File: src/hw/rtl/assert_macros.svh
// Assertion macros used by the top level of the LIN diagnostic reassembler.
// No dependencies; the macros compile to nothing when SYNTH is defined.
`ifndef ASSERT_MACROS_SVH
`define ASSERT_MACROS_SVH
`ifndef SYNTH
// Checks a property at every rising clock edge outside reset.
`define CHK_ALWAYS(lbl, clk, rst, prop) \
  lbl: assert property (@(posedge clk) disable iff (rst) (prop)) \
    else $error("assertion failed");
// Checks that a condition implies a consequence in the next clock cycle.
`define CHK_NEXT(lbl, clk, rst, ante, cons) \
  lbl: assert property (@(posedge clk) disable iff (rst) (ante) |=> (cons)) \
    else $error("assertion failed");
`else
`define CHK_ALWAYS(lbl, clk, rst, prop)
`define CHK_NEXT(lbl, clk, rst, ante, cons)
`endif
`endif

File: src/hw/rtl/ldmr_pkg.sv
// Types and constants of the LIN diagnostic message reassembler.
// No dependencies; used by every module of the block.
package ldmr_pkg;

  // Result status codes.
  typedef enum logic [2:0] {
    ST_PROGRESS = 3'd0,
    ST_DONE     = 3'd1,
    ST_BUS      = 3'd2,
    ST_NAD      = 3'd3,
    ST_PCI      = 3'd4,
    ST_UNEXP    = 3'd5,
    ST_CNT      = 3'd6,
    ST_LEN      = 3'd7
  } status_t;

  // Node address that accepts any responder, also the reset value.
  localparam logic [7:0] NAD_ANY = 8'h7F;

  // Frame type codes in the upper nibble of the protocol control byte.
  localparam logic [3:0] PCI_SF = 4'h0;
  localparam logic [3:0] PCI_FF = 4'h1;
  localparam logic [3:0] PCI_CF = 4'h2;

  // Largest data byte counts of the frame types.
  localparam logic [3:0]  SF_BYTES   = 4'd6;
  localparam logic [2:0]  FF_BYTES   = 3'd5;
  localparam logic [2:0]  CF_BYTES   = 3'd6;

  // One received frame; data[0] is the node address byte.
  typedef struct packed {
    logic            rx_ok;
    logic [7:0][7:0] data;
  } frame_t;

  // Message state carried from frame to frame.
  typedef struct packed {
    logic        in_multi;
    logic [7:0]  active_nad;
    logic [3:0]  expected_counter;
    logic [11:0] bytes_received;
    logic [11:0] total_length;
  } msg_state_t;

  // One result.
  typedef struct packed {
    status_t         status;
    logic [5:0][7:0] payload;
    logic [2:0]      count;
    logic [11:0]     offset;
    logic [11:0]     mlen;
    logic [7:0]      nad;
  } result_t;

endpackage

File: src/hw/rtl/ldmr_input_reg.sv
// Input register stage of the reassembler: holds one frame request.
// Depends on ldmr_pkg.
module ldmr_input_reg (
  input  logic            clk,
  input  logic            rst,
  input  logic            in_valid,
  output logic            in_stall,
  input  ldmr_pkg::frame_t frame_in,
  input  logic            advance,
  output logic            q_valid,
  output ldmr_pkg::frame_t frame_q
);
  import ldmr_pkg::*;

  logic accept;

  // The register is free when empty or when its frame moves on this cycle.
  assign in_stall = q_valid && !advance;
  assign accept   = in_valid && !in_stall;

  // Valid flag of the held request.
  always_ff @(posedge clk) begin
    if (rst) begin
      q_valid <= 1'b0;
    end else if (accept) begin
      q_valid <= 1'b1;
    end else if (advance) begin
      q_valid <= 1'b0;
    end
  end

  // Frame payload, loaded on accept.
  always_ff @(posedge clk) begin
    if (accept) begin
      frame_q <= frame_in;
    end
  end

endmodule

File: src/hw/rtl/ldmr_frame_decode.sv
// Combinational decode of one frame against the message state.
// Depends on ldmr_pkg; produces the result and the next message state.
module ldmr_frame_decode (
  input  ldmr_pkg::frame_t     frame,
  input  ldmr_pkg::msg_state_t st,
  input  logic [7:0]           expected_nad,
  output ldmr_pkg::result_t    res,
  output ldmr_pkg::msg_state_t st_next
);
  import ldmr_pkg::*;

  logic [3:0]      pci_type;
  logic [3:0]      pci_low;
  logic [7:0]      nad;
  logic [11:0]     ff_len;
  logic [3:0]      next_cnt;
  logic [11:0]     left;
  logic [11:0]     br_sum;
  logic [2:0]      n;
  logic            src_ff;
  logic            finish;
  logic [5:0][7:0] sf_bytes;
  logic [5:0][7:0] ff_bytes;

  assign pci_type = frame.data[1][7:4];
  assign pci_low  = frame.data[1][3:0];
  assign ff_len   = {pci_low, frame.data[2]};
  assign next_cnt = st.expected_counter + 4'd1;
  assign left     = (st.total_length > st.bytes_received) ?
                    (st.total_length - st.bytes_received) : 12'd0;
  assign sf_bytes = frame.data[7:2];
  assign ff_bytes = {8'h00, frame.data[7:3]};

  // Frame classification and state update.
  always_comb begin
    nad          = st.in_multi ? st.active_nad : expected_nad;
    res.status   = ST_PROGRESS;
    res.offset   = st.bytes_received;
    res.mlen     = st.in_multi ? st.total_length : 12'd0;
    n            = 3'd0;
    br_sum       = st.bytes_received;
    src_ff       = 1'b0;
    finish       = 1'b1;
    st_next      = st;
    if (!frame.rx_ok) begin
      res.status = ST_BUS;
    end else begin
      if (!st.in_multi && nad == NAD_ANY) begin
        nad = frame.data[0];
      end
      if (frame.data[0] != nad) begin
        res.status = ST_NAD;
      end else begin
        unique case (pci_type)
          PCI_SF: begin
            if (st.in_multi) begin
              res.status = ST_UNEXP;
            end else if (pci_low == 4'd0 || pci_low > SF_BYTES) begin
              res.status = ST_LEN;
            end else begin
              res.status = ST_DONE;
              n          = pci_low[2:0];
              res.offset = 12'd0;
              res.mlen   = {8'd0, pci_low};
            end
          end
          PCI_FF: begin
            if (st.in_multi) begin
              res.status = ST_UNEXP;
            end else if (ff_len == 12'd0) begin
              res.status = ST_LEN;
            end else begin
              n          = (ff_len < 12'(FF_BYTES)) ? ff_len[2:0] : FF_BYTES;
              src_ff     = 1'b1;
              res.offset = 12'd0;
              res.mlen   = ff_len;
              if (ff_len <= 12'(FF_BYTES)) begin
                res.status = ST_DONE;
              end else begin
                finish                   = 1'b0;
                st_next.in_multi         = 1'b1;
                st_next.active_nad       = nad;
                st_next.expected_counter = 4'd0;
                st_next.bytes_received   = 12'(FF_BYTES);
                st_next.total_length     = ff_len;
              end
            end
          end
          PCI_CF: begin
            if (!st.in_multi) begin
              res.status = ST_UNEXP;
            end else if (pci_low != next_cnt) begin
              res.status = ST_CNT;
            end else begin
              n                        = (left < 12'(CF_BYTES)) ? left[2:0] : CF_BYTES;
              br_sum                   = st.bytes_received + 12'(n);
              st_next.bytes_received   = br_sum;
              st_next.expected_counter = next_cnt;
              if (br_sum >= st.total_length) begin
                res.status = ST_DONE;
              end else begin
                finish = 1'b0;
              end
            end
          end
          default: begin
            res.status = ST_PCI;
          end
        endcase
      end
    end
    // A finished or failed message returns to idle.
    if (finish) begin
      st_next.in_multi         = 1'b0;
      st_next.active_nad       = expected_nad;
      st_next.expected_counter = 4'd0;
      st_next.bytes_received   = 12'd0;
      st_next.total_length     = 12'd0;
    end
    res.count = n;
    res.nad   = nad;
    // Payload lanes: bytes from the selected source up to the count, zero beyond.
    for (int i = 0; i < 6; i++) begin
      if (3'(i) < n) begin
        res.payload[i] = src_ff ? ff_bytes[i] : sf_bytes[i];
      end else begin
        res.payload[i] = 8'h00;
      end
    end
  end

endmodule

File: src/hw/rtl/lin_diag_message_reassembler_top.sv
// LIN diagnostic message reassembler, top level: message state and result register.
// Depends on ldmr_pkg, ldmr_input_reg, ldmr_frame_decode and assert_macros.svh.
//
// Takes one received LIN diagnostic response frame per request and returns one
// result per frame: the status, up to six payload bytes with their count and
// message offset, the message length and the node address in use. A frame goes
// through an input register, one pass of decode logic that also updates the
// message state, and a result register from which the result is presented; one
// frame per clock is sustained while the result side
// does not stall. The node address register may be written with cfg_write_en
// while no frame is in flight; 127 accepts any responder and locks onto the
// address of the frame that opens a message.
`include "assert_macros.svh"
module lin_diag_message_reassembler_top (
  input  logic        clk,
  input  logic        rst,
  input  logic        cfg_write_en,
  input  logic [7:0]  cfg_write_data,
  input  logic        in_valid,
  output logic        in_stall,
  input  logic        rx_ok,
  input  logic [7:0]  frame_byte0,
  input  logic [7:0]  frame_byte1,
  input  logic [7:0]  frame_byte2,
  input  logic [7:0]  frame_byte3,
  input  logic [7:0]  frame_byte4,
  input  logic [7:0]  frame_byte5,
  input  logic [7:0]  frame_byte6,
  input  logic [7:0]  frame_byte7,
  output logic        out_valid,
  input  logic        out_stall,
  output logic [2:0]  status,
  output logic [7:0]  payload0,
  output logic [7:0]  payload1,
  output logic [7:0]  payload2,
  output logic [7:0]  payload3,
  output logic [7:0]  payload4,
  output logic [7:0]  payload5,
  output logic [2:0]  payload_count,
  output logic [11:0] byte_offset,
  output logic [11:0] message_length,
  output logic [7:0]  responder_nad
);
  import ldmr_pkg::*;

  frame_t     frame_in;
  frame_t     frame_q;
  logic       q_valid;
  logic       advance;
  logic [7:0] expected_nad;
  msg_state_t st;
  msg_state_t st_next;
  result_t    res;
  result_t    res_q;

  assign frame_in.rx_ok = rx_ok;
  assign frame_in.data  = {frame_byte7, frame_byte6, frame_byte5, frame_byte4,
                           frame_byte3, frame_byte2, frame_byte1, frame_byte0};

  // A held frame moves on when the result register is empty or being drained.
  assign advance = q_valid && (!out_valid || !out_stall);

  ldmr_input_reg u_input_reg (
    .clk      (clk),
    .rst      (rst),
    .in_valid (in_valid),
    .in_stall (in_stall),
    .frame_in (frame_in),
    .advance  (advance),
    .q_valid  (q_valid),
    .frame_q  (frame_q)
  );

  ldmr_frame_decode u_frame_decode (
    .frame        (frame_q),
    .st           (st),
    .expected_nad (expected_nad),
    .res          (res),
    .st_next      (st_next)
  );

  // Node address register.
  always_ff @(posedge clk) begin
    if (rst) begin
      expected_nad <= NAD_ANY;
    end else if (cfg_write_en) begin
      expected_nad <= cfg_write_data;
    end
  end

  // Message state; an idle message takes a new node address unless a frame advances in the same cycle.
  always_ff @(posedge clk) begin
    if (rst) begin
      st.in_multi         <= 1'b0;
      st.active_nad       <= NAD_ANY;
      st.expected_counter <= 4'd0;
      st.bytes_received   <= 12'd0;
      st.total_length     <= 12'd0;
    end else if (advance) begin
      st <= st_next;
    end else if (cfg_write_en && !st.in_multi) begin
      st.active_nad <= cfg_write_data;
    end
  end

  // Result valid flag.
  always_ff @(posedge clk) begin
    if (rst) begin
      out_valid <= 1'b0;
    end else if (advance) begin
      out_valid <= 1'b1;
    end else if (!out_stall) begin
      out_valid <= 1'b0;
    end
  end

  // Result payload register.
  always_ff @(posedge clk) begin
    if (advance) begin
      res_q <= res;
    end
  end

  assign status         = res_q.status;
  assign payload0       = res_q.payload[0];
  assign payload1       = res_q.payload[1];
  assign payload2       = res_q.payload[2];
  assign payload3       = res_q.payload[3];
  assign payload4       = res_q.payload[4];
  assign payload5       = res_q.payload[5];
  assign payload_count  = res_q.count;
  assign byte_offset    = res_q.offset;
  assign message_length = res_q.mlen;
  assign responder_nad  = res_q.nad;

  // Completion or any error leaves no message open.
  `CHK_NEXT(a_end_closes, clk, rst, advance && res.status != ST_PROGRESS, !st.in_multi)
  // A frame in progress always leaves a multi-frame message open.
  `CHK_NEXT(a_progress_opens, clk, rst, advance && res.status == ST_PROGRESS, st.in_multi)
  // An open message has bytes still to come.
  `CHK_ALWAYS(a_bytes_left, clk, rst, !st.in_multi || st.bytes_received < st.total_length)
  // A delivered result never claims more than six payload bytes.
  `CHK_ALWAYS(a_count_range, clk, rst, !out_valid || payload_count <= CF_BYTES)

endmodule
File: config.mk
export PLATFORM = sky130hd
export DESIGN_NAME = lin_diag_message_reassembler_top
export DESIGN_NICKNAME = d
export VERILOG_FILES = /design/src/hw/rtl/ldmr_pkg.sv /design/src/hw/rtl/ldmr_input_reg.sv /design/src/hw/rtl/ldmr_frame_decode.sv /design/src/hw/rtl/lin_diag_message_reassembler_top.sv
export VERILOG_INCLUDE_DIRS = /design/src /design/src/hw/rtl
export SDC_FILE = /design/constraint.sdc
export NUM_CORES = 1
export LEC_CHECK = 0
export ABC_AREA = 0
export BUFFER_PORTS_ARGS = -buffer_cell sky130_fd_sc_hd__buf_4
export CAP_MARGIN = 5
export CORE_MARGIN = 2
export CORE_UTILIZATION = 60
export CTS_CLUSTER_DIAMETER = 40
export DETAILED_ROUTE_END_ITERATION = 8
export PLACE_DENSITY = 0.86
export SLEW_MARGIN = 15
export SYNTH_ARGS = -nofsm -noshare
export SYNTH_HDL_FRONTEND = slang
export SYNTH_SLANG_ARGS = --single-unit
File: constraint.sdc
create_clock -name clk -period 15 [get_ports clk]
set_clock_uncertainty 0.2 [all_clocks]
set_input_delay 1.5 -clock clk [delete_from_list [all_inputs] [get_ports clk]]
set_output_delay 1.5 -clock clk [all_outputs]
set_load 0.05 [all_outputs]
**After elaboration in Yosys (flattened, before gate mapping)**

Index checks and enable logic that the tools add are counted.

- Output and inout port bits: 88
- Flip-flop bits (word level): 198
- Input bits: 78
- Word-level logic and storage cells: 163

- Reduce and logical (&&, ||, !) cells: 26
- Magnitude comparators: 12
- Add/subtract/negate cells: 3
- Equal/unequal tests: 21
- Multiplexer cells: 70
- Bitwise gates (word level): 2

Operators with widths:

| cell | number |
|---|---|
| 37-bit 2-to-1 mux | 6 |
| 24-bit 2-to-1 mux | 6 |
| 8-bit 2-to-1 mux | 11 |
| 3-bit 2-to-1 mux | 16 |
| 24-bit case mux with 2 select lines | 1 |
| 12-bit 2-to-1 mux | 3 |
| 16-bit 2-to-1 mux | 2 |
| 16-bit case mux with 2 select lines | 1 |
| 3-bit by 2-bit != test with 1-bit output (second input constant) | 10 |
| 12-bit by 3-bit less-than comparator with 1-bit output (second input constant) | 2 |
| 1-bit 2-to-1 mux | 20 |
| 3-bit case mux with 3 select lines | 2 |
| 7-bit AND reduction | 2 |
| 12-bit by 3-bit adder with 12-bit output | 1 |
| 12-bit greater-or-equal comparator | 1 |
| 12-bit greater-than comparator | 1 |
| 12-bit by 3-bit <= comparator with 1-bit output (second input constant) | 1 |
| 12-bit logical NOT | 1 |
| 12-bit subtractor | 1 |
| 2-bit by 1-bit != test with 1-bit output (second input constant) | 5 |
| 9-bit 2-to-1 mux | 1 |
| 9-bit AND reduction | 1 |
| 8-bit by 7-bit == test with 1-bit output (second input constant) | 1 |
| 4-bit logical NOT | 2 |
| 19 further kinds | 36 |

**Logic depth before layout (Yosys ltp)**

Gate-level depths: netlist of the first run.

- Depth in word-level cells: 14
- Depth in mapped cells: 29
- Mapped depth without buffers: 28

**Modules after synthesis**

From an unflattened synthesis of the first run, not the netlist that was laid out.

- Cells, all modules: 916
- Area, all modules: 9811.9 µm²

By module, submodules not included:

| module | area an instance (µm²) | cells each | times used | sequential area each (µm²) |
|---|---|---|---|---|
| lin_diag_message_reassembler_top | 4265.3 | 279 | 1 | 3503.4 |
| ldmr_frame_decode | 3544.6 | 568 | 1 | 0.0 |
| ldmr_input_reg | 2001.9 | 69 | 1 | 1971.9 |

**Least setup slack after synthesis of the first run**

No wires, ideal clock.

- Kind: reg-to-reg
- From: register, netlist name st[0]
- To: register, netlist name st[12]
- Period minus slack after synthesis: 6.492 ns
- Cell stages (with the launch flop): 29
- Data required time: 14.722 ns
- Setup slack: 8.508 ns
- Data arrival time: 6.213 ns
- Buffers on the path: 1
- Setup time: 0.078 ns
- Cell sequence: dfxtp_1 -> inv_1 -> ha_1 -> fa_1 -> nand2b_1 -> a211o_1 -> and2_1 -> o211a_1 -> a211oi_2 -> and3_1 -> nor3b_1 -> ha_1 -> inv_1 -> fa_1 -> nor2b_1 -> o21ai_0 -> nor3_1 -> and3_1 -> nand3_1 -> xnor2_1 -> ha_1 -> a21o_1 -> a21o_1 -> or3_1 -> a21oi_1 -> o211a_1 -> clkbuf_1 -> o211ai_1 -> a21oi_1

- Longest elaborated chain between the ends: 14
- Elaborated cells between the ends (all ways): 28
- Classes of those cells: 2 x add/sub; 3 x order compare; 6 x eq/ne; 14 x mux; 3 x reduce/logical

RTL lines:

| what | RTL line | text |
|---|---|---|
| 12-bit subtractor / 12-bit greater-than comparator (equally long branches) | ldmr_frame_decode.sv:30, ldmr_frame_decode.sv:29 |  |
| 12-bit 2-to-1 mux | ldmr_frame_decode.sv:29 | `assign left = (st.total_length > st.bytes_received) ?` |
| 12-bit by 3-bit less-than comparator with 1-bit output | ldmr_frame_decode.sv:95 | `n = (left < 12'(CF_BYTES)) ? left[2:0] : CF_BYTES;` |
| 3-bit 2-to-1 mux | ldmr_frame_decode.sv:95 |  |
| 12-bit by 3-bit adder with 12-bit output | ldmr_frame_decode.sv:96 | `br_sum = st.bytes_received + 12'(n);` |
| 12-bit greater-or-equal comparator | ldmr_frame_decode.sv:99 | `if (br_sum >= st.total_length) begin` |
| 1-bit 2-to-1 mux | ldmr_frame_decode.sv:99 |  |
| 1-bit 2-to-1 mux | ldmr_frame_decode.sv:92 | `end else if (pci_low != next_cnt) begin` |
| 1-bit 2-to-1 mux | ldmr_frame_decode.sv:90 | `if (!st.in_multi) begin` |
| 1-bit case mux with 2 select lines | ldmr_frame_decode.sv:54 | `unique case (pci_type)` |
| 1-bit 2-to-1 mux | ldmr_frame_decode.sv:51 | `if (frame.data[0] != nad) begin` |
| 1-bit 2-to-1 mux | ldmr_frame_decode.sv:45 | `if (!frame.rx_ok) begin` |
| 3-bit by 2-bit != test with 1-bit output (no line), or another cell as far along | - |  |
| 9-bit AND reduction (no line) | - |  |

Parallel ways exist; a longest one is shown, timed or not. The select of a mux whose other input is x is not followed.
A chain may end at the register's enable or synchronous reset.

**Final worst setup path of the first run**

- From: register, netlist name st[0]
- To: register, netlist name st[34]

- Longest elaborated chain between the ends: 14
- Elaborated cells between the ends (all ways): 22
- Classes of those cells: 2 x add/sub; 3 x order compare; 6 x eq/ne; 10 x mux; 1 x reduce/logical

RTL lines:

| what | RTL line |
|---|---|
| 12-bit subtractor / 12-bit greater-than comparator (equally long branches) | ldmr_frame_decode.sv:30, ldmr_frame_decode.sv:29 |
| 12-bit 2-to-1 mux | ldmr_frame_decode.sv:29 |
| 12-bit by 3-bit less-than comparator with 1-bit output | ldmr_frame_decode.sv:95 |
| 3-bit 2-to-1 mux | ldmr_frame_decode.sv:95 |
| 12-bit by 3-bit adder with 12-bit output | ldmr_frame_decode.sv:96 |
| 12-bit greater-or-equal comparator * | ldmr_frame_decode.sv:99 |
| 1-bit 2-to-1 mux * | ldmr_frame_decode.sv:99 |
| 1-bit 2-to-1 mux * | ldmr_frame_decode.sv:92 |
| 1-bit 2-to-1 mux * | ldmr_frame_decode.sv:90 |
| 1-bit case mux with 2 select lines * | ldmr_frame_decode.sv:54 |
| 1-bit 2-to-1 mux * | ldmr_frame_decode.sv:51 |
| 1-bit 2-to-1 mux * | ldmr_frame_decode.sv:45 |
| 3-bit by 2-bit != test with 1-bit output (no line), or another cell as far along | - |
| 7-bit AND reduction (no line) / 8-bit 2-to-1 mux (equally long branches) | - |

Mark *: on every way between the ends. The rest lies on a longest branch, timed or not.

==> results of run 1 <==
-- final cells by class --
type                            instances  share of cell area, %
Clock buffer                           17                  3.675
Clock inverter                         15                  1.632
Inverter                               36                  1.189
Multi-Input combinational cell        551                  32.65
Sequential cell                       198                  47.30
Tap cell                              216                  2.335
Timing Repair Buffer                  173                  11.22
-- logic make-up after synthesis --
kind of cell    share of synthesized area [%]
flops                                   57.00
simple gates                            13.01
fa+ha+maj                               4.194
mux                                     4.598
compound gates                          15.58
xor+xnor                                1.824
buf+inv                                 3.790
-- layer usage --
| metal | global-route usage (%) | wire length [µm] |
|---|---|---|
| met4 | 13.70 | 992 |
| met2 | 46.51 | 12070 |
| met5 | 0 | 0 |
| met3 | 6.067 | 2046 |
| met1 | 40.33 | 9959 |
-- critical path: cells and delay by family (launching register included) --
kind	cells	cell delay, ns
adder cells (fa/ha/maj)	5	1.51
AND/OR/NAND/NOR	10	2.59
AO/OA/AOI/OAI	10	2.95
buffers and inverters	2	0.12
XOR/XNOR	1	0.20
flip-flops	1	0.38
-- cells in the final DEF (no fill, tap or decap), types with 5 or more instances in the layout --
cell type / instances
sky130_fd_sc_hd__a2111oi_1: 6
sky130_fd_sc_hd__a211o_1: 11
sky130_fd_sc_hd__a211oi_1: 12
sky130_fd_sc_hd__a21o_1: 9
sky130_fd_sc_hd__a21oi_1: 45
sky130_fd_sc_hd__a221oi_1: 8
sky130_fd_sc_hd__a22o_1: 19
sky130_fd_sc_hd__a22oi_1: 12
sky130_fd_sc_hd__a2bb2oi_1: 7
sky130_fd_sc_hd__and3_1: 8
sky130_fd_sc_hd__buf_4: 173
sky130_fd_sc_hd__clkbuf_16: 17
sky130_fd_sc_hd__dfxtp_1: 47
sky130_fd_sc_hd__edfxtp_1: 151
sky130_fd_sc_hd__ha_1: 29
sky130_fd_sc_hd__inv_1: 34
sky130_fd_sc_hd__inv_6: 5
sky130_fd_sc_hd__mux2i_1: 43
sky130_fd_sc_hd__nand2_1: 67
sky130_fd_sc_hd__nand2b_1: 5
sky130_fd_sc_hd__nand3_1: 30
sky130_fd_sc_hd__nand4_1: 5
sky130_fd_sc_hd__nor2_1: 45
sky130_fd_sc_hd__nor2b_1: 11
sky130_fd_sc_hd__nor3_1: 27
sky130_fd_sc_hd__nor3b_1: 6
sky130_fd_sc_hd__nor4_1: 12
sky130_fd_sc_hd__o211ai_1: 9
sky130_fd_sc_hd__o21a_1: 5
sky130_fd_sc_hd__o21ai_0: 33
sky130_fd_sc_hd__o22ai_1: 7
sky130_fd_sc_hd__xnor2_1: 17
-- metrics by stage --
stage / total power [mW] / std cells / area [µm²] / hold WS (ns) / util (%)
3_3_place_gp: 0.7686 / 1174 / 10960 / 0.2649 / 69.51
2_1_floorplan: 0.7230 / 830 / 9605 / 0.2502 / -
6_report: 1.234 / 1206 / 11580 / 0.2911 / 73.41
5_1_grt: 1.267 / 1206 / 11580 / 0.3140 / 73.41
4_1_cts: 1.237 / 1206 / 11580 / 0.2900 / 73.41
3_5_place_dp: 0.7716 / 1174 / 10960 / 0.2776 / 69.51
-- power groups by stage --
| stage | Clock, mW | Combinational, mW | Sequential, mW |
|---|---|---|---|
| 2_1_floorplan | 0 | 0.0420 | 0.681 |
| 3_3_place_gp | 0 | 0.124 | 0.644 |
| 3_5_place_dp | 0 | 0.126 | 0.645 |
| 4_1_cts | 0.476 | 0.127 | 0.634 |
| 5_1_grt | 0.496 | 0.135 | 0.637 |
| 6_report | 0.472 | 0.127 | 0.634 |
-- sequential cells by signal (all words and copies together), names as in the netlist, 12 cells and up --
| name | count |
|---|---|
| st | 37 |
| byte_offset | 12 |
| message_length | 12 |
| u_input_reg.frame_q | 65 |
-- path summary, 6_finish.rpt --
| check | start | end | slack (ns) | cells after the start |
|---|---|---|---|---|
| min | u_input_reg.q_valid | out_valid | 0.29 | 2 |
| max reg2reg | st[0] | st[34] | 6.94 | 28 |
| min reg2reg | u_input_reg.q_valid | out_valid | 0.29 | 2 |
| max | st[0] | st[34] | 6.94 | 28 |
==> parameters.txt, run 1 <==
Parameter                              Value

Pwr
  Combinational share of power ... roughly a tenth
  Sequential share of power ... between 50% and 60%
  Internal portion of total power ... between 0.9 and 1 mW
  Switching component of the power ... approximately 0.32 mW
  Pwr dens ... between 100 and 150 nW/µm²
  Worst supply voltage drop on vdd ... slightly above 0.08 mV
  Share of total power in the clock network ... a little under two fifths
  P_leak ... ~4.3 nW
  Switching power as a share of total power ... approximately 26%

Layout
  Share of cells above drive strength 1 ... between 20 and 25%
  Number of antenna diodes ... 0
  Area used by multi-input combinational logic ... 3780 µm²
  Layout net count ... roughly 1100
  Area added between synthesis and finish ... 20.52%
  Fill cell total of the finished layout ... between 1000 and 1500
  Area taken by flip-flops and latches ... 5475 µm²

Die
  Starting Density ... between 60% and 70%
  Placeable Area ... 15770 µm²
  IO Pins ... about 170
  Total Die Area ... roughly 17000 µm²
  Floorplan row count ... 46
  DIE HEIGHT ... 130.5 µm
  Die width ... ~130 µm

STA
  Count of final setup violators ... 0
  Count of final hold-check violations ... 0
  Setup repair after global routing missed its margin ... no
  Max Slew Vio Count ... 0
  Worst slew pin tran ... around 1.1 ns
  Final period utilization ... about 54%
  Highest clock frequency the design can meet ... about 120 MHz
  Smallest setup slack after layout ... approximately 6.9 ns
  Worst max-slew margin expressed relative to the limit ... a little over a quarter
  Period minus WS final ... between 8 and 9 ns
  Summed negative setup slack over all endpoints ... 0 ns

Critical path
  Crit path top cell by count ... sky130_fd_sc_hd__ha_1
  Category of the worst setup path launch point ... flip-flop
  Maximum single-stage delay on the critical path ... between 0.8 and 0.9 ns
  Crit Path Class ... reg2reg
  Peak fanout along the critical path ... 11
  CP max-delay cell ... sky130_fd_sc_hd__a21oi_1
  Kind of capture point of the worst setup path ... flip-flop
  Data arrival time of the worst path ... roughly 8 ns
  Data required time at the worst endpoint ... 15.12 ns

Global route
  Global-route wire length before repair ... 38140 µm
  Total grt overflow ... 0
  Maximum number of pins on one net before global-route repair ... 66
  All-Layer GR Usage ... roughly 30%
  Antenna violations before repair ... 0
  Vias in the first global route ... roughly 7100

Place
  Placed wire-length estimate ... about 18000 µm
  Pre-CTS setup slack ... between 7 and 8 ns
  Port bufs ... approximately 170
  Placer Congestion ... ~0.96

Clock network
  Post-CTS setup buffers ... 0
  Post-cts sizing count ... 0
  Maximum number of buffers from clock root to sink ... 2
  Number of hold-repair buffers added at the cts stage ... 0
  Clock slew seen by the registers of the worst setup and hold paths ... roughly 0.070 ns
  CTS sink cnt ... 198
  CTS tree ... built
  Number of buffers added by the clock tree synthesis step ... 17
  Number of H-tree levels ... 4
  Clock latency reported for the late side of the worst-skew pair ... between 0.4 and 0.5 ns
  Master cell of the clock root buffer ... sky130_fd_sc_hd__clkbuf_16

Synth
  Synth area leader ... sky130_fd_sc_hd__edfxtp_1
  Gate Count Post-Synth ... between 800 and 900
  EDFF count, synth ... between 150 and 200
  Yosys synthesis warning count ... 0
  Ys async rst share ... 0%
  Netlist cell types ... between 60 and 70
  Share of the synthesized area in the top cell type ... approximately 47%
  Mean area per synthesized cell ... ~12 µm²
  Synth top area cells ... sky130_fd_sc_hd__edfxtp_1 47%, sky130_fd_sc_hd__dfxtp_1 9.8%, sky130_fd_sc_hd__mux2i_1 4.5%
  Net Count, Synth ... between 900 and 1000
  Share of synthesized area occupied by flip-flops and latches ... 57.00%
  Cell with the most instances after synthesis ... sky130_fd_sc_hd__edfxtp_1
  Netlist Area Pre-Place ... between 9000 and 10000 µm²
  Top cell types by occurrence after synthesis ... 151 x sky130_fd_sc_hd__edfxtp_1, 67 x sky130_fd_sc_hd__nand2_1, 47 x sky130_fd_sc_hd__dfxtp_1, 45 x sky130_fd_sc_hd__a21oi_1, 45 x sky130_fd_sc_hd__nor2_1
  Most frequently used flop master after synthesis ... sky130_fd_sc_hd__edfxtp_1
  Number of flip-flops and latches in the synthesized netlist ... about 200

Route
  Routed WL ... about 25000 µm
  Post-route DRC violation count ... 0
  Post-DR wirelength/cell ... just over 20 µm
  Final antenna-violating net count ... 0
  Number of vias per cell after detailed routing ... roughly 6.3
  Count of vias placed by the detailed router ... 7654
  Drt first-iter violations ... roughly 800
  Number of search-and-repair iterations in the first detailed-routing pass ... 6

Status
  Status ... complete, no violations

Flow run
  Max-capacitance violation count ... 0

Worst hold path
  Kind of path behind the tightest hold check ... reg2reg
Power figures use the tool's default switching activity.
==> run 2, diff against run 1 <==
--- a/config.mk
+++ b/config.mk
@@ -10,10 +10,10 @@
 export BUFFER_PORTS_ARGS = -buffer_cell sky130_fd_sc_hd__buf_4
 export CAP_MARGIN = 5
 export CORE_MARGIN = 2
-export CORE_UTILIZATION = 60
+export CORE_UTILIZATION = 51
 export CTS_CLUSTER_DIAMETER = 40
 export DETAILED_ROUTE_END_ITERATION = 8
-export PLACE_DENSITY = 0.86
+export PLACE_DENSITY = 0.78
 export SLEW_MARGIN = 15
 export SYNTH_ARGS = -nofsm -noshare
 export SYNTH_HDL_FRONTEND = slang
==> constraint.sdc (replaced) <==
create_clock -name clk -period 7.4 [get_ports clk]
set_clock_uncertainty 0.2 [all_clocks]
set_input_delay 0.74 -clock clk [delete_from_list [all_inputs] [get_ports clk]]
set_output_delay 0.74 -clock clk [all_outputs]
set_load 0.05 [all_outputs]
==> parameters.txt, run 2 (synthesis results as in run 1) <==
Parameter                              Value

Layout
  Most common cell after layout, fill and taps aside ... sky130_fd_sc_hd__buf_4 (unchanged)
  Largest registers ... u_input_reg.frame_q: 65 flops, st: 37 flops (unchanged)
  Final standard cell count with taps included and fillers excluded ... 1233 (was 1206)
  Share of cells above drive strength 1 ... 23.52% (was 22.12%)
  Max FFs per register ... 65 (unchanged)
  End-of-flow core utilization ... 62.90% (was 73.41%)
  Area added between synthesis and finish ... 21.66% (was 20.52%)
  Commonest cells after routing, fill and taps aside ... 182 x sky130_fd_sc_hd__buf_4, 151 x sky130_fd_sc_hd__edfxtp_1, 67 x sky130_fd_sc_hd__nand2_1 (was 173 x sky130_fd_sc_hd__buf_4, 151 x sky130_fd_sc_hd__edfxtp_1, 67 x sky130_fd_sc_hd__nand2_1)
  Register ranked first by flip-flop count ... u_input_reg.frame_q (unchanged)
  Number of antenna diodes ... 0 (unchanged)
  Layout net count ... 1095 (was 1086)

Global route
  Maximum number of pins on one net before global-route repair ... 66 (unchanged)
  Total grt overflow ... 0 (unchanged)
  All-Layer GR Usage ... 25.80% (was 29.72%)
  Global-route wire length before repair ... 39410 µm (was 38140 µm)
  Antenna violations before repair ... 0 (unchanged)
  Vias in the first global route ... 7227 (was 7108)

STA
  Summed negative setup slack over all endpoints ... 0 ns (unchanged)
  Worst slew pin tran ... 1.124 ns (was 1.092 ns)
  Count of final setup violators ... 0 (unchanged)
  Final period utilization ... 94.32% (was 53.73%)
  Worst max-slew margin expressed relative to the limit ... 24.55% (was 27.22%)
  Highest clock frequency the design can meet ... 143.3 MHz (was 124.1 MHz)
  Count of final hold-check violations ... 0 (unchanged)
  Worst-case hold slack ... 0.2635 ns (was 0.2911 ns)
  Max Slew Vio Count ... 0 (unchanged)
  Period minus WS final ... 6.980 ns (was 8.060 ns)

Route
  Count of vias placed by the detailed router ... 7448 (was 7654)
  Number of search-and-repair iterations in the first detailed-routing pass ... 5 (was 6)
  Number of vias per cell after detailed routing ... 6.041 (was 6.347)
  Drt first-iter violations ... 567 (was 798)
  Routed wl met2 ... 11890 µm (was 12070 µm)
  Post-DR wirelength/cell ... 20.74 µm (was 20.79 µm)
  Top routing layer used ... met4 (unchanged)
  Routed metal-1 wire length ... 10810 µm (was 9959 µm)
  Final antenna-violating net count ... 0 (unchanged)
  Met3 wire length ... 2011 µm (was 2046 µm)
  Routed WL ... 25580 µm (was 25070 µm)
  Post-route DRC violation count ... 0 (unchanged)

Die
  Total Die Area ... 19950 µm² (was 17040 µm²)
  Starting Density ... 51.70% (was 60.91%)
  Floorplan row count ... 50 (was 46)
  IO Pins ... 166 (unchanged)
  Die width ... 141.2 µm (was 130.5 µm)
  Placeable Area ... 18580 µm² (was 15770 µm²)
  DIE HEIGHT ... 141.2 µm (was 130.5 µm)

Critical path
  Kind of capture point of the worst setup path ... flip-flop (unchanged)
  Crit Path Class ... reg2reg (unchanged)
  Delay-heaviest family, CP ... simple AND/OR/NAND/NOR gates (was compound AO/OA/AOI/OAI gates)
  Logic depth of the worst path, buffers included ... 27 (was 28)
  Data required time at the worst endpoint ... 7.54 ns (was 15.12 ns)
  Crit path top cell by count ... sky130_fd_sc_hd__ha_1 (unchanged)
  Category of the worst setup path launch point ... flip-flop (unchanged)
  CP max-delay cell ... sky130_fd_sc_hd__fa_1 (was sky130_fd_sc_hd__a21oi_1)
  Maximum single-stage delay on the critical path ... 0.44 ns (was 0.87 ns)
  Data arrival time of the worst path ... 7.12 ns (was 8.18 ns)
  Peak fanout along the critical path ... 10 (was 11)
  Buffer and inverter count on the worst path ... 2 (unchanged)
  Cell depth of the worst flop-to-flop path ... 27 (was 28)

Worst hold path
  Number of cells traversed by the worst hold path ... 1 (was 2)
  Kind of path behind the tightest hold check ... in2reg (was reg2reg)

Clock network
  CTS tree ... built (unchanged)
  Clock slew seen by the registers of the worst setup and hold paths ... 0.08 ns (was 0.07 ns)
  Number of H-tree levels ... 4 (unchanged)
  Master cell of the clock root buffer ... sky130_fd_sc_hd__clkbuf_16 (unchanged)
  Clock latency reported for the late side of the worst-skew pair ... 0.45 ns (was 0.44 ns)
  Number of buffers added by the clock tree synthesis step ... 17 (unchanged)
  CTS sink cnt ... 198 (unchanged)
  Maximum number of buffers from clock root to sink ... 2 (unchanged)
  Number of hold-repair buffers added at the cts stage ... 0 (unchanged)

Pwr
  P_leak ... 4.320 nW (was 4.276 nW)
  Combinational share of power ... 10.4% (was 10.3%)
  Sequential share of power ... 52.0% (was 51.4%)
  Switching component of the power ... 0.6541 mW (was 0.3205 mW)
  Share of total power in the clock network ... 37.6% (was 38.3%)
  Switching power as a share of total power ... 26.44% (was 25.98%)
  Overall power of the completed layout ... 2.474 mW (was 1.234 mW)
  Worst supply voltage drop on vdd ... 0.1865 mV (was 0.08248 mV)
  Internal portion of total power ... 1.820 mW (was 0.9132 mW)
  Pwr dens ... 211.7 nW/µm² (was 106.6 nW/µm²)

Place
  Port bufs ... 165 (unchanged)
  Cells after DPL ... 1200 (was 1174)
  Placed wire-length estimate ... 18150 µm (was 17630 µm)
  Placer Congestion ... 0.9308 (was 0.9645)

Flow run
  Max-capacitance violation count ... 0 (unchanged)

Status
  Status ... complete, no violations (unchanged)
run 2: cell count changes in the layout (fill, tap and decap cells not counted), sizes merged:
cell / before / now
buf: 173 / 182
bufinv: 2 / 1
clkbuf: 17 / 18
clkinv: 7 / 6
inv: 41 / 42
run 2: metal layers:
layer | vias up | GRT usage (%)
met1 | 3576 | 34.76
met2 | 324 | 40.11
li1 | 3487 | -
met3 | 61 | 6.726
met5 | - | 0
met4 | 0 | 10.26
run 2: final timing paths:
check / end / startpoint / slack, ns
worst min register to register: st[29] / expected_nad[1] / 0.29
worst max-delay path: st[5] / st[0] / 0.42
worst max register to register: st[5] / st[0] / 0.42
worst min-delay path: u_input_reg.frame_q[46] / frame_byte5[6] / 0.26
run 2: worst register-to-register path, delay by kind of cell, from the launching register on:
| family | cells | cell delay (ns) |
|---|---|---|
| flops | 1 | 0.39 |
| xor+xnor | 1 | 0.16 |
| fa+ha+maj | 5 | 1.56 |
| simple gates | 10 | 2.39 |
| compound gates | 9 | 2.03 |
| buf+inv | 2 | 0.13 |
run 2: stage by stage:
stage	area, µm²	setup slack (ns)
floorplan	9605	0.9084
global placement	11040	0.5337
detailed placement	11040	0.3653
CTS	11630	0.3324
global route	11690	-0.009805
finish	11690	0.4201
run 2: timing repair:
item	in CTS	in global routing
gates resized for setup	0	8
hold endpoints to repair	0	0
setup buffers	0	1
setup endpoints to repair	0	34
run 2: layout make-up:
| type | count | area, µm² |
|---|---|---|
| fill | 1448 | 6894 |
| inverter | 36 | 137.6 |
| clock inverter | 14 | 161.4 |
| timing repair buffer | 182 | 1366 |
| tap | 234 | 292.8 |
| clock buffer | 18 | 429.2 |
| sequential | 198 | 5475 |
| multi-input combinational | 551 | 3824 |
run 2: power groups by stage:
| stage | combinational [mW] | sequential, mW | clock [mW] |
|---|---|---|---|
| 5_1_grt | 0.272 | 1.29 | 0.986 |
| 6_report | 0.257 | 1.29 | 0.931 |
| 2_1_floorplan | 0.0851 | 1.38 | 0 |
| 4_1_cts | 0.257 | 1.28 | 0.940 |
| 3_5_place_dp | 0.256 | 1.31 | 0 |
| 3_3_place_gp | 0.253 | 1.31 | 0 |
